File: src/design/twds_pkg.sv
// ----------------------------------------------------------------------------
// Timing wheel package
// Shared sizes, operation codes and sequencer states of the tick wheel.
// ----------------------------------------------------------------------------
package twds_pkg;

   localparam int NUM_TASKS  = 32;
   localparam int WHEEL_SIZE = 16;
   localparam int TASK_W     = $clog2(NUM_TASKS);
   localparam int LINK_W     = TASK_W + 1;
   localparam int SPOKE_W    = $clog2(WHEEL_SIZE);
   localparam int CNT_W      = $clog2(NUM_TASKS + 1);

   localparam logic [LINK_W-1:0] NIL = {LINK_W{1'b1}};

   typedef enum logic [1:0] {
      OP_TICK   = 2'd0,
      OP_INSERT = 2'd1,
      OP_REMOVE = 2'd2,
      OP_NONE   = 2'd3
   } op_type;

   typedef enum logic [2:0] {
      ST_IDLE,
      ST_UNLINK,
      ST_WALK,
      ST_LINK,
      ST_TICK,
      ST_EMIT
   } state_type;

endpackage

File: src/design/tick_wheel_delay_scheduler.sv
// ----------------------------------------------------------------------------
// Tick wheel delay scheduler
// Timing wheel of task delays: insert, remove and tick under one sequencer
// that walks a spoke list one entry per cycle through a shared compare.
// ----------------------------------------------------------------------------
// Sequence: remove runs UNLINK; insert runs UNLINK, WALK over the entries
// passed on the spoke, then LINK; tick runs TICK plus an EMIT per expired task
// (each waits for the output register). One transaction at a time: requests
// are stalled until the sequencer is back in IDLE.
// Reset: synchronous, clears state, counter, waiting flags, spoke heads and counts, output valid.
module tick_wheel_delay_scheduler
   import twds_pkg::*;
(
   input  logic                clock,
   input  logic                reset,
   input  logic                req_valid,
   output logic                req_stall,
   input  logic [1:0]          req_operation,
   input  logic [4:0]          req_task_index,
   input  logic [31:0]         req_delay_ticks,
   output logic                rsp_valid,
   input  logic                rsp_stall,
   output logic [4:0]          rsp_ready_task,
   output logic                rsp_last_ready
);

   state_type state_ff, state_in;
   logic [31:0]        tick_ff, tick_in;
   logic [NUM_TASKS-1:0] wait_ff;
   logic [LINK_W-1:0]  head_ff [WHEEL_SIZE];
   logic [CNT_W-1:0]   count_ff [WHEEL_SIZE];
   logic [31:0]        match_mem [NUM_TASKS];
   logic [LINK_W-1:0]  next_mem [NUM_TASKS];
   logic [LINK_W-1:0]  prev_mem [NUM_TASKS];
   logic [SPOKE_W-1:0] spoke_mem [NUM_TASKS];

   logic [1:0]         op_ff;
   logic [TASK_W-1:0]  task_ff;
   logic [31:0]        delay_ff;
   logic [LINK_W-1:0]  cur_ff, before_ff;
   logic               out_valid_ff;
   logic [TASK_W-1:0]  out_task_ff;
   logic               out_last_ff;

   // shared compare: remaining ticks of the current walk entry
   logic [31:0] rem;
   logic        stop_walk;
   logic [31:0] new_match;
   logic [SPOKE_W-1:0] new_spoke;
   logic [SPOKE_W-1:0] tick_spoke;
   logic [LINK_W-1:0]  tick_head;
   logic               head_fires;
   logic [TASK_W-1:0]  cur_idx;

   // unlink port signals
   logic              do_unlink;
   logic [TASK_W-1:0] ul_t;
   logic [LINK_W-1:0] ul_p, ul_n;
   logic [SPOKE_W-1:0] ul_s;

   assign cur_idx    = cur_ff[TASK_W-1:0];
   assign rem        = match_mem[cur_idx] - tick_ff;
   assign stop_walk  = (cur_ff == NIL) || (delay_ff <= rem);
   assign new_match  = tick_ff + delay_ff;
   assign new_spoke  = new_match[SPOKE_W-1:0];
   assign tick_spoke = tick_ff[SPOKE_W-1:0];
   assign tick_head  = head_ff[tick_spoke];
   assign head_fires = (tick_head != NIL) &&
                       (match_mem[tick_head[TASK_W-1:0]] == tick_ff);

   assign req_stall      = (state_ff != ST_IDLE);
   assign rsp_valid      = out_valid_ff;
   assign rsp_ready_task = out_task_ff;
   assign rsp_last_ready = out_last_ff;

   // next state
   always_comb begin
      state_in = state_ff;
      tick_in  = tick_ff;
      case (state_ff)
         ST_IDLE: begin
            if (req_valid) begin
               case (op_type'(req_operation))
                  OP_TICK:   begin
                     state_in = ST_TICK;
                     tick_in  = tick_ff + 32'd1;
                  end
                  OP_INSERT: state_in = ST_UNLINK;
                  OP_REMOVE: state_in = ST_UNLINK;
                  default:   state_in = ST_IDLE;
               endcase
            end
         end
         ST_UNLINK: state_in = (op_ff == OP_INSERT) ? ST_WALK : ST_IDLE;
         ST_WALK:   state_in = stop_walk ? ST_LINK : ST_WALK;
         ST_LINK:   state_in = ST_IDLE;
         ST_TICK:   state_in = (!out_valid_ff || !rsp_stall) ?
                               (head_fires ? ST_EMIT : ST_IDLE) : ST_TICK;
         ST_EMIT:   state_in = ST_TICK;
         default:   state_in = ST_IDLE;
      endcase
   end

   always_ff @(posedge clock) begin
      if (reset) begin
         state_ff <= ST_IDLE;
      end else begin
         state_ff <= state_in;
      end
   end

   // hold the counter, the transaction and the walk pointers
   always_ff @(posedge clock) begin
      if (reset) begin
         tick_ff <= '0;
      end else begin
         tick_ff <= tick_in;
      end
      if (state_ff == ST_IDLE && req_valid) begin
         op_ff    <= req_operation;
         task_ff  <= req_task_index[TASK_W-1:0];
         delay_ff <= req_delay_ticks;
      end
      if (state_ff == ST_UNLINK) begin
         // start past the slot itself when it leaves the head of this spoke
         if (do_unlink && ul_p == NIL && ul_s == new_spoke) cur_ff <= ul_n;
         else cur_ff <= head_ff[new_spoke];
         before_ff <= NIL;
      end else if (state_ff == ST_WALK && !stop_walk) begin
         before_ff <= cur_ff;
         cur_ff    <= next_mem[cur_idx];
      end
   end

   // unlink one slot; shared by remove, reinsert and expiry
   assign ul_t = (state_ff == ST_EMIT) ? tick_head[TASK_W-1:0] : task_ff;
   assign do_unlink = ((state_ff == ST_UNLINK) && wait_ff[ul_t]) ||
                      (state_ff == ST_EMIT);
   assign ul_p = prev_mem[ul_t];
   assign ul_n = next_mem[ul_t];
   assign ul_s = spoke_mem[ul_t];

   always_ff @(posedge clock) begin
      if (reset) begin
         wait_ff <= '0;
         for (int i = 0; i < WHEEL_SIZE; i++) begin
            head_ff[i]  <= NIL;
            count_ff[i] <= '0;
         end
      end else if (do_unlink) begin
         wait_ff[ul_t] <= 1'b0;
         if (ul_p == NIL) head_ff[ul_s] <= ul_n;
         count_ff[ul_s] <= count_ff[ul_s] - 1'b1;
      end else if (state_ff == ST_LINK) begin
         wait_ff[task_ff] <= 1'b1;
         if (before_ff == NIL) head_ff[new_spoke] <= {1'b0, task_ff};
         count_ff[new_spoke] <= count_ff[new_spoke] + 1'b1;
      end
   end

   // link memories
   always_ff @(posedge clock) begin
      if (do_unlink) begin
         if (ul_p != NIL) next_mem[ul_p[TASK_W-1:0]] <= ul_n;
         if (ul_n != NIL) prev_mem[ul_n[TASK_W-1:0]] <= ul_p;
      end else if (state_ff == ST_LINK) begin
         match_mem[task_ff] <= new_match;
         spoke_mem[task_ff] <= new_spoke;
         next_mem[task_ff]  <= cur_ff;
         prev_mem[task_ff]  <= before_ff;
         if (before_ff != NIL) next_mem[before_ff[TASK_W-1:0]] <= {1'b0, task_ff};
         if (cur_ff != NIL) prev_mem[cur_idx] <= {1'b0, task_ff};
      end
   end

   // output register: load an expired task, drop it once taken
   logic tick_next_fires;
   assign tick_next_fires = (ul_n != NIL) &&
                            (match_mem[ul_n[TASK_W-1:0]] == tick_ff);
   always_ff @(posedge clock) begin
      if (reset) begin
         out_valid_ff <= 1'b0;
      end else if (state_ff == ST_EMIT) begin
         out_valid_ff <= 1'b1;
      end else if (out_valid_ff && !rsp_stall) begin
         out_valid_ff <= 1'b0;
      end
      if (state_ff == ST_EMIT) begin
         out_task_ff <= ul_t;
         out_last_ff <= !tick_next_fires;
      end
   end

   a_stall_busy: assert property (@(posedge clock) disable iff (reset)
      (state_ff != ST_IDLE) |-> req_stall)
      else $error("accepting while busy");
   a_emit_free: assert property (@(posedge clock) disable iff (reset)
      (state_ff == ST_EMIT) |-> (!out_valid_ff || !rsp_stall))
      else $error("output overwritten");
   a_tick_inc: assert property (@(posedge clock) disable iff (reset)
      (state_ff == ST_IDLE && req_valid && req_operation == OP_TICK)
      |=> tick_ff == $past(tick_ff) + 32'd1)
      else $error("tick not advanced");

endmodule
File: config.mk
export PLATFORM = sky130hd
export DESIGN_NAME = tick_wheel_delay_scheduler
export DESIGN_NICKNAME = d
export VERILOG_FILES = /design/src/design/twds_pkg.sv /design/src/design/tick_wheel_delay_scheduler.sv
export SDC_FILE = /design/constraint.sdc
export NUM_CORES = 2
export LEC_CHECK = 0
export ABC_AREA = 0
export BUFFER_PORTS_ARGS = -buffer_cell sky130_fd_sc_hd__buf_2
export CAP_MARGIN = 20
export CORE_MARGIN = 2
export CORE_UTILIZATION = 35
export CTS_CLUSTER_DIAMETER = 150
export CTS_CLUSTER_SIZE = 24
export DETAILED_ROUTE_END_ITERATION = 7
export SLEW_MARGIN = 20
export SYNTH_ARGS = -nofsm -noshare
export SYNTH_HDL_FRONTEND = slang
export SYNTH_SLANG_ARGS = --single-unit
File: constraint.sdc
create_clock -name clock -period 10.86 [get_ports clock]
set_clock_uncertainty 0.15 [all_clocks]
set_input_delay 2.172 -clock clock [delete_from_list [all_inputs] [get_ports clock]]
set_output_delay 2.172 -clock clock [all_outputs]
set_load 0.01 [all_outputs]
**After elaboration in Yosys (flattened, before gate mapping)**

Memories as Yosys holds them, arrays and structs flattened. A register that Yosys moved wholly into a read port is not among the register bits.
Index checks and enable logic that the tools add are counted.

- Register bits: 125
- RAM bits: 1,632
- Input bits: 43
- Output and inout port bits: 8
- Logic and storage cells: 141
- Memories kept: 5

Memories:

| memory | depth | bits a word | rd ports | clocked after Yosys merged registers in | write ports | line | source |
|---|---|---|---|---|---|---|---|
| match_mem | 32 | 32 | 3 | 1 | 1 | tick_wheel_delay_scheduler.sv:32 | `logic [31:0] match_mem [NUM_TASKS];` |
| next_mem | 32 | 6 | 2 | 1 | 2 | tick_wheel_delay_scheduler.sv:33 | `logic [LINK_W-1:0] next_mem [NUM_TASKS];` |
| prev_mem | 32 | 6 | 1 | 0 | 2 | tick_wheel_delay_scheduler.sv:34 | `logic [LINK_W-1:0] prev_mem [NUM_TASKS];` |
| spoke_mem | 32 | 4 | 1 | 0 | 1 | tick_wheel_delay_scheduler.sv:35 | `logic [SPOKE_W-1:0] spoke_mem [NUM_TASKS];` |
| head_ff | 16 | 6 | 2 | 1 | 16 | tick_wheel_delay_scheduler.sv:30 | `logic [LINK_W-1:0] head_ff [WHEEL_SIZE];` |

- Add/subtract/negate cells: 3
- Magnitude comparators: 5
- Equality and inequality tests: 20
- Mux-type cells: 65
- Bitwise logic cells: 3
- Reductions and logical operators: 29

Operators with widths:

| operator | number |
|---|---|
| $eq 32x32->1 | 2 |
| $mux 32 | 2 |
| $mux 6 | 7 |
| $mux 1 | 38 |
| $add 32x1->32 const B | 1 |
| $add 32x32->32 | 1 |
| $and 32x32->32 | 1 |
| $le 32x32->1 | 1 |
| $not 32->32 | 1 |
| $or 32x32->32 | 1 |
| $sub 32x32->32 | 1 |
| $ne 6x6->1 const B | 5 |
| $mux 5 | 5 |
| $reduce_or 6->1 | 4 |
| $eq 6x6->1 const B | 3 |
| $mux 4 | 4 |
| $pmux 3 s5 | 1 |
| $lt 5x6->1 const B | 2 |
| $demux 1 s5 | 2 |
| $ge 5x1->1 const B | 2 |
| $logic_and 1x1->1 | 10 |
| $mux 3 | 3 |
| $eq 3x2->1 const B | 2 |
| $eq 3x3->1 const B | 2 |
| other kinds (16) | 24 |

**Depth between registers and ports, before layout**

- Word-level depth: 12
- Gate-level depth with buffers: 41
- Depth with buffers taken out: 36

**Worst setup path before layout**

Ideal clock, no wire load.

- Path kind: register to register
- Start: reg with a tool-made name
- End: reg with a tool-made name
- Setup time: 0.121 ns
- Arrival: 9.064 ns
- Required time: 10.589 ns
- Setup slack: 1.525 ns
- Stages on the path, launching flop included: 34
- Buffers on the path: 5
- Period minus slack after synthesis: 9.335 ns
- Path through: dfxtp_1 -> clkbuf_1 -> clkbuf_1 -> clkbuf_1 -> buf_1 -> mux4_2 -> mux4_2 -> mux2_2 -> ha_1 -> nor2b_1 -> o21ai_0 -> a21boi_0 -> o21ai_0 -> a21oi_1 -> o21ai_0 -> a21oi_1 -> o31a_1 -> o41ai_1 -> o2111ai_1 -> nand3_1 -> a31o_2 -> a31oi_1 -> o41ai_1 -> a311oi_1 -> ha_1 -> nand4_1 -> or2_2 -> nor3_1 -> o21a_1 -> o211ai_1 -> or4b_2 -> clkbuf_1 -> nand2_1 -> mux2_2

==> flow_metrics.tcl <==
set metrics [dict create \
    required_ns 11.38 \
    grt_pass1_wl_um 554000 \
    htreeDepth 3 \
    cp_slowest_stage_delay_ns 0.96 \
    worst_pin_slew_ns 1.27 \
    synth_top_cell_by_area "edfxtp_1" \
    arrival_ns 10.73 \
    synthesis.area_um2 96600 \
    yosysSeqAreaShare_pct 49.4 \
    synthTopCellsByArea "edfxtp_1, mux4_2, nand2_1" \
    vias_per_cell 6.54 \
    post-route-drc-count 0 \
    hold_start "wait_ff[13]" \
    cap_violations 0 \
    maxSlewHeadroom_pct 15.4 \
    nets 8894 \
    hold_slack_ns 0.334 \
    cts_buffer_depth 3 \
    final_area_um2 103000 \
    die_height_um 529 \
    critical_path_class "flip-flop to flip-flop" \
    status "finished clean" \
    final.setup.worst_slack_ns 0.644 \
    crit_path_top_delay_cell "or4b_2" \
    preCtsSetupSlack_ns 0.600 \
    whs_endpoint "wait_ff[13]" \
    hp-class "flip-flop to flip-flop" \
    synth_edf_count 1491 \
    synth-seq-cells 1638 \
    synth-warning-count 0 \
    design.die.area_um2 280000 \
    clk_latency_ns 0.79 \
    synthFlopType "edfxtp_1" \
    final_cell_count_no_fill 12500 \
    drtIter0Drc 13000 \
    io_buffers 50 \
    drt_wl_total_um 390000 \
    cp-start-kind "flip-flop" \
    dp_hpwl_um 240000 \
    firstDrtPassIters 7 \
    setup_viol 0 \
    dieWidth_um 529 \
    fmaxAchievable_mhz 97.9 \
    finalCriticalPeriod_ns 10.22 \
    areaGrowthSynthToFinish_pct 7.12 \
    clock_sinks 1638 \
    cts_tree "done" \
    rows 192 \
    grt-ovfl-total 0 \
    place_area_um2 101000 \
    gp_congestion 0.966 \
    antenna_found_initial 12 \
    grt_pass1_vias 77500 \
    vdd_ir_drop_max_uv 138 \
    finalHoldViolCount 0 \
    postRouteAntennaNets 0 \
    synth_nets 9283 \
    rrSetupSlack_ns 0.64 \
    grt_setup_unrepaired "false" \
    worstSetupEndpointType "flip-flop" \
    wl_per_cell_um 31.2 \
    track_usage_pct 26.9 \
    hold_depth 2 \
    pin_count 51 \
    synth_area_per_cell_um2 10.6 \
    synth_cell_types 102 \
    clk_pin_slew_worst_paths_ns 0.10 \
    route.vias.total 81900 \
    synthArstFlopShare_pct 0 \
    numCtsBuffers 78 \
    fin_crit_sh_pct 94.1 \
    core_area_um2 274000 \
    synth_cells 9141 \
    dp.cells 12400 \
    root_buffer "clkbuf_16" \
    start_util_pct 35.2 \
    leakage_nw 34.2 \
    fin_tns_setup_ns 0 \
    r2r_cells 31 \
    pwr_density_cell_nw_per_um2 142 \
    cts_hold_buf 0 \
    grt_start_max_net_pins 140 \
    crit_fanout 19 \
    drive_gt1_share_pct 13.1 \
    critPathMostFrequentCell "a21oi_1" \
    slew_viol_final 0 \
    synth_top_area_share_pct 46.4 \
]
==> layout make-up <==
| class | instances | area (µm²) |
|---|---|---|
| Inverter | 99 | 385 |
| Multi-Input combinational cell | 6598 | 45600 |
| Timing Repair Buffer | 337 | 2820 |
| Sequential cell | 1638 | 47700 |
| Clock inverter | 8 | 118 |
| Clock buffer | 138 | 2200 |
| Fill cell | 26300 | 171000 |
| Tap cell | 3686 | 4610 |
| Antenna cell | 5 | 12.5 |
==> how the worst max path moves through the flow <==
stage                      endpoint  cells past startpoint
after floorplan           flip-flop                     33
after global placement    flip-flop                     27
after detailed placement  flip-flop                     28
after CTS                 flip-flop                     28
after global routing      flip-flop                     37
final                     flip-flop                     31
==> flip-flops by register name (all words and copies together), names as in the netlist, 6 cells and up, named ones only <==
register and cells:
match_mem 958, next_mem 192, prev_mem 192, head_ff 96, spoke_mem 66, delay_ff 32
tick_ff 32, wait_ff 32, before_ff 6, cur_ff 6
==> power breakdown <==
| part | total, mW | internal, mW | switching, mW |
|---|---|---|---|
| Clock | 3.58 | 1.41 | 2.16 |
| Sequential | 7.03 | 6.93 | 0.104 |
| Combinational | 4.05 | 1.33 | 2.72 |
==> what timing repair did <==
item	in CTS	in global routing
setup endpoints to repair	0	11
buffers inserted	0	1
gates resized for setup	0	1
==> cells in the final DEF, fill, tap and decap left out, drive strengths merged, types with 16 or more instances in the layout <==
master / instances
buf: 337
a311oi: 251
mux2i: 281
o21a: 16
a31oi: 130
nand2b: 28
a311o: 30
nor2b: 24
and2: 32
or3: 23
edfxtp: 1491
a32o: 25
nand2: 2400
o31ai: 168
a21o: 19
mux4: 443
xnor2: 116
a22o: 94
nor2: 289
nor4: 36
a2111oi: 23
a211oi: 133
o22ai: 69
a31o: 22
nand3: 472
clkbuf: 138
a32oi: 67
or2: 79
or4: 18
a221oi: 37
o21ai: 272
a21oi: 273
xor2: 18
and3: 339
nand4: 34
mux2: 50
inv: 101
dfxtp: 147
ha: 97
nor3: 48
==> cell families after synthesis <==
group / after synthesis / share of synthesized area [%]
compound gates: 1742 / 12.8
mux: 774 / 13.8
xor+xnor: 134 / 1.22
simple gates: 3849 / 17.5
fa+ha+maj: 99 / 1.30
flops: 1638 / 49.4
buf+inv: 905 / 3.94
==> per-layer routing <==
layer | GRT usage [%] | share of wire (%) | vias up
li1 | - | - | 33700
met1 | 34.8 | 36 | 40300
met2 | 40.2 | 43 | 6500
met3 | 7.15 | 14 | 1369
met4 | 16.3 | 7.1 | 14
met5 | 0 | 0.023 | -
==> cells in the mapped netlist (19+ instances only) <==
cell type	count
a2111oi_0	21
a21o_1	19
nand3_1	471
and2_1	28
o21ai_0	263
a311oi_1	251
buf_1	142
nor2_1	284
clkbuf_1	467
o22ai_1	69
mux2_2	50
inv_1	95
buf_2	158
a21oi_1	272
a221oi_1	33
ha_1	97
nand2_1	2399
dfxtp_1	147
a22o_1	94
xnor2_1	116
edfxtp_1	1491
nand2b_1	28
nor3_1	48
or2_2	74
a31oi_1	130
buf_4	27
a32oi_1	67
nor2b_1	24
a211oi_1	133
or3_1	23
o31ai_1	168
mux2i_1	280
nor4_1	32
nand4_1	34
a311o_1	30
and3_1	339
a32o_1	25
a31o_2	21
mux4_2	443
==> through the flow <==
stage	utilization, %	power (mW)
floorplan	-	9.52
global placement	36.9	11.0
detailed placement	36.9	11.1
CTS	37.7	14.5
global route	37.7	15.0
finish	37.7	14.7
==> worst max-delay path, delay by kind of cell (launching register included) <==
kind	cells	cell delay, ns
and+or+nand+nor	8	2.85
adders and majority gates	2	0.60
AOI/OAI and AO/OA	14	3.55
muxes	4	1.80
buffers and inverters	2	0.39
xor gates and xnor gates	1	0.11
DFF	1	0.65
Power figures use the tool's default switching activity.
